**config.mk**
```make
export PLATFORM = sky130hd
export DESIGN_NAME = swsr_ctrl
export DESIGN_NICKNAME = d
export VERILOG_FILES = /design/src/rtl/swsr_pkg.sv /design/src/rtl/swsr_ctrl.sv
export SDC_FILE = /design/constraint.sdc
export NUM_CORES = 1
export LEC_CHECK = 0
export BUFFER_PORTS_ARGS = -buffer_cell sky130_fd_sc_hd__buf_4
export CORE_AREA = 2 2 39 41
export DETAILED_ROUTE_END_ITERATION = 16
export DIE_AREA = 0 0 41 43
export PLACE_DENSITY = 0.51
export SLEW_MARGIN = 20
export SYNTH_ARGS = -nofsm -noshare
export SYNTH_HDL_FRONTEND = slang
export SYNTH_SLANG_ARGS = --single-unit
export TNS_END_PERCENT = 5
```
**constraint.sdc**
```tcl
create_clock -name clk -period 1.31 [get_ports clk]
set_input_delay 0.262 -clock clk [delete_from_list [all_inputs] [get_ports clk]]
set_output_delay 0.262 -clock clk [all_outputs]
set_load 0.005 [all_outputs]
```
**src/rtl/swsr_pkg.sv**
```systemverilog
// ----------------------------------------------------------------------------
// swsr_pkg
// Shared constants, codes and control types of the sliding-window sample ring.
// ----------------------------------------------------------------------------
package swsr_pkg;

  localparam int RING_DEPTH = 1024;
  localparam int WINDOW_LEN = 64;
  localparam int WINDOW_HOP = 32;

  localparam int ADDR_W = $clog2(RING_DEPTH);
  localparam int K_W    = (WINDOW_LEN > 1) ? $clog2(WINDOW_LEN) : 1;

  // Input word kinds.
  localparam logic KIND_WRITE   = 1'b0;
  localparam logic KIND_REQUEST = 1'b1;

  typedef enum logic [1:0] {
    ST_SAMPLE    = 2'd0,
    ST_NOTICE    = 2'd1,
    ST_NOT_READY = 2'd2,
    ST_LAPPED    = 2'd3
  } status_t;

  typedef enum logic [1:0] {
    S_IDLE,
    S_FETCH,
    S_EMIT
  } state_t;

  // Commands from the controller to the datapath.
  typedef struct packed {
    logic    write;       // store the input sample and bump the write count
    logic    put;         // load the result register
    status_t put_status;  // status of the loaded result
    logic    resync;      // jump the read position to the newest window
    logic    start;       // clear the window sample index
    logic    advance;     // step the window sample index
    logic    finish;      // close the window: count it and hop forward
  } swsr_cmd_t;

  // Status from the datapath to the controller.
  typedef struct packed {
    logic out_free;   // result register can take a word this cycle
    logic notice;     // a write now completes the pending window
    logic short_fill; // fewer than a window of samples past the read position
    logic overrun;    // writer is more than a ring ahead of the read position
    logic k_last;     // window sample index is on the final sample
  } swsr_stat_t;

endpackage

```
**src/rtl/swsr_ctrl.sv**
```systemverilog
// ----------------------------------------------------------------------------
// swsr_ctrl
// Controller: decodes input words and sequences the streaming of a window.
// ----------------------------------------------------------------------------
module swsr_ctrl
  import swsr_pkg::*;
(
  input  logic       clk,
  input  logic       rst,
  input  logic       in_valid,
  input  logic       in_kind,
  output logic       in_ready,
  input  swsr_stat_t stat,
  output swsr_cmd_t  cmd
);

  state_t state;
  state_t state_next;

  always_ff @(posedge clk) begin
    if (rst) begin
      state <= S_IDLE;
    end else begin
      state <= state_next;
    end
  end

  always_comb begin
    state_next = state;
    in_ready   = 1'b0;
    cmd        = '0;
    cmd.put_status = ST_SAMPLE;
    case (state)
      S_IDLE: begin
        in_ready = stat.out_free;
        if (in_valid && stat.out_free) begin
          if (in_kind == KIND_WRITE) begin
            cmd.write = 1'b1;
            if (stat.notice) begin
              cmd.put        = 1'b1;
              cmd.put_status = ST_NOTICE;
            end
          end else if (stat.short_fill) begin
            cmd.put        = 1'b1;
            cmd.put_status = ST_NOT_READY;
          end else if (stat.overrun) begin
            cmd.put        = 1'b1;
            cmd.put_status = ST_LAPPED;
            cmd.resync     = 1'b1;
          end else begin
            cmd.start  = 1'b1;
            state_next = S_FETCH;
          end
        end
      end
      S_FETCH: begin
        // The store read issued in this cycle lands in the read register.
        state_next = S_EMIT;
      end
      S_EMIT: begin
        if (stat.out_free) begin
          cmd.put        = 1'b1;
          cmd.put_status = ST_SAMPLE;
          cmd.advance    = 1'b1;
          if (stat.k_last) begin
            cmd.finish = 1'b1;
            state_next = S_IDLE;
          end else begin
            state_next = S_FETCH;
          end
        end
      end
      default: begin
        state_next = S_IDLE;
      end
    endcase
  end

endmodule

```
After elaboration in Yosys (flattened, before gate mapping):

Index checks and enable logic that the tools add are counted.

* equal/unequal tests: 7
* multiplexer cells: 24
* reduce and logical (&&, ||, !) cells: 3

Operator list (count)
* two-way mux 2 bit: 10
* two-way mux 3 bit: 4
* != test 2 bit, second input constant: 5
* two-way mux 1 bit: 6
* two-way mux 6 bit: 1
* case mux 2 bit (3 select lines): 1
* case mux 3 bit (2 select lines): 1
* AND reduction 5 bit: 1
* two-way mux 4 bit: 1
* equality test 2 x 1 -> 1 bit, second input constant: 1
* equality test 2 bit, second input constant: 1
* logical NOT 2 bit: 1
* logical AND 1 bit: 1

* word-level logic and storage cells: 35
* flip-flop bits (word level): 2
* bits of input ports: 9
* output and inout port bits: 9

Logic depth before layout (Yosys ltp):

* depth after elaboration: 5
* depth in mapped cells: 2
* gate-level depth less buffers: 2

Least setup slack after synthesis:

OpenSTA, ideal clock, no wires.

* path kind: register -> output
* start point: reg state[0]
* end point: out cmd[3] (netlist bit)
* data arrival time: 0.882 ns
* cell stages (with the launch flop): 3
* path slack: 0.166 ns
* path buffers: 0
* cell sequence: dfxtp_1 > nand4bb_4 > nor4b_1

RTL lines
* start: declaration: RTL line swsr_ctrl.sv:17 `state_t state;`
* start signal: assignment: RTL line swsr_ctrl.sv:24 `state <= state_next;`
* end: declaration: RTL line swsr_ctrl.sv:14 `output swsr_cmd_t cmd`

==> run summary <==
biggest regs: state (2)
WP data required: 1.05 ns
Mapped Cells: 25
Crit. End Element: primary output
post-layout net count: 59
min cycle time layout: 1.44 ns
failing checks: setup timing
Final Util: 0.309
first drt pass iteration count: 2
critical path type: reg2out
R2R Path End: state[1]$_SDFFE_PP0P_
via count: 269
Worst Reg2Reg Path Length in Cells: 3
RSZ-0062 raised after global routing: true
Syn Area/Cell: 8.16 um2
Hold Violations, Final: 0
MaxCap Viol Count: 0
Largest Register: state
Row Count: 14
Hold Startpoint: rst
DP Area: 374 um2
synth top area cells: dfxtp_1 (20%), nand4bb_4 (13%), nor3b_1 (11%)
initial antenna violation count: 0
vias in the first global route: 265
Worst Setup Start Kind: flip-flop
reg2reg start: state[0]$_SDFFE_PP0P_
first-pass GRT wire length: 1100 um
diodes inserted: 0
Yosys top cell area share: 0.196
CTS tree: yes
Reg2Reg Setup Slack: 0.32 ns
peak supply drop: 0.183 mV
Seq cells post-synth: 2
P&R area growth vs syn: 110%
Seq/Total Area, Yosys: 0.196
Clk pin slew, worst setup/hold paths: 0.03 ns
Core Box Area: 0.00138 mm2
post-route ant nets: 0
mapped cell area: 204 um2
share of post-route cells with drive strength above 1: 0.604
top fanout value on the critical path: 6
Max-slew headroom: 0.847
Post-DP HPWL: 464 um
chip width: 41 um
DIE AREA: 0.00176 mm2
clk sinks: 2
Die Y: 43 um
Total GRT Usage: 0.0923
DR iter-0 viols: 8
final setup fails: 8
Endpoint, Worst Hold: state[1]$_SDFFE_PP0P_
drt total wl: 604 um
IO Pins: 18
Avg Vias per Cell: 4.20
Min Hold Slack: 0.211 ns
Fmax: 693 MHz
global route total overflow: 0
largest net degree at the start of global routing: 9
syn nets: 34
total power: 0.274 mW
Avg WL per Cell: 9.44 um
later-pin clock latency in the skew report: 0.22 ns
Static Leak: 0.191 nW
Residual DRC: 0
Critical Path AT: 1.18 ns
post-synth cell types: 14
Root Driver: clkbuf_4
Post-CTS Setup Inserts: 0
CTS buffer count: 3
RePlAce Congestion: 0.588
Pins Over Slew Limit: 0
Total Neg Setup Slack: -0.641 ns
CTS H-tree depth: 1
number of I/O port buffers: 17
Syn. warnings: 0
Initial Util: 0.147
PD cells: 640 mW/mm2
type of the tightest min-delay check: in2reg
run status: finished, violations left
WHS Path Cells: 2
Final Cell Area: 428 um2
hold buffers post-CTS: 0
Final period util: 1.10
number of flip-flops in the largest register: 2
Yosys top cell by area: dfxtp_1
skew final: 0.00325 ns
CTS max path bufs: 2
setup slack after layout: -0.132 ns
worst slew pin tran: 0.228 ns
-- report_power, final --
part | total [mW] | internal, mW | switching (mW)
logic | 0.0744 | 0.0439 | 0.0304
clock network | 0.137 | 0.101 | 0.0356
registers | 0.0625 | 0.0622 | 0.000374
-- area by class of cell --
type / count / area, um2
timing repair buffer: 20 / 161
inverter: 3 / 11.3
clock buffer: 3 / 22.5
fill: 160 / 956
sequential: 2 / 42.5
tap: 16 / 20.0
multi-input combinational: 20 / 170
-- worst max-delay path: stages, from the launching register on --
cell and delay, ns:
dfxtp_2 0.31, nand4bb_4 0.27, nor4b_2 0.24, buf_4 0.14
-- routing by layer --
metal	share of wire	track usage
met1	0.42	0.119
met2	0.47	0.119
met3	0.11	0.0419
met4	0	0.0600
met5	0	0
-- Yosys cell counts (all sizes together) --
library cell and count:
o32ai 1, a21oi 2, nor2b 1, or3b 1, nor2 4, dfxtp 2, nand3b 2, or4b 1
nand4bb 1, nor4b 1, inv 3, o31ai 1, nand2b 2, nor3b 3
-- cell usage in the layout, fill, tap and decap left out, drive strengths merged --
cell type and instances:
buf 20, nor2 4, nor3b 3, inv 3, clkbuf 3, nand3b 2
nand2b 2, dfxtp 2, a21oi 2, nand4bb 1, nor2b 1, o31ai 1
nor4b 1, or4b 1, o32ai 1, or3b 1
-- per-stage QoR --
step	worst slack (ns)	std cells
after floorplan	0.166	25
after global placement	0.0634	61
after detailed placement	0.0460	61
after CTS	-0.164	64
after global routing	-0.230	64
final	-0.132	64
-- worst max-delay path by stage --
stage,from,endpoint,slack [ns],cells past startpoint
finish,state[1]$_SDFFE_PP0P_,cmd[3],-0.13,3
global route,state[1]$_SDFFE_PP0P_,cmd[5],-0.23,3
CTS,state[1]$_SDFFE_PP0P_,cmd[3],-0.16,3
global placement,state[0]$_SDFFE_PP0P_,cmd[3],0.06,3
floorplan,state[0]$_SDFFE_PP0P_,cmd[3],0.17,2
detailed placement,state[0]$_SDFFE_PP0P_,cmd[3],0.05,3
-- what timing repair did --
action | CTS | global route
pin swaps | 2 | 1
hold endpoints to repair | 0 | 0
setup endpoints to repair | 8 | 9
resized for setup | 4 | 5
-- cells by family (layout without fill, tap and decap cells) --
family / Yosys count / after routing / synth area share
simple gates: 16 / 16 / 0.620
compound gates: 4 / 4 / 0.129
buf+inv: 3 / 26 / 0.0552
flops: 2 / 2 / 0.196
(Power assumes the default switching activity.)
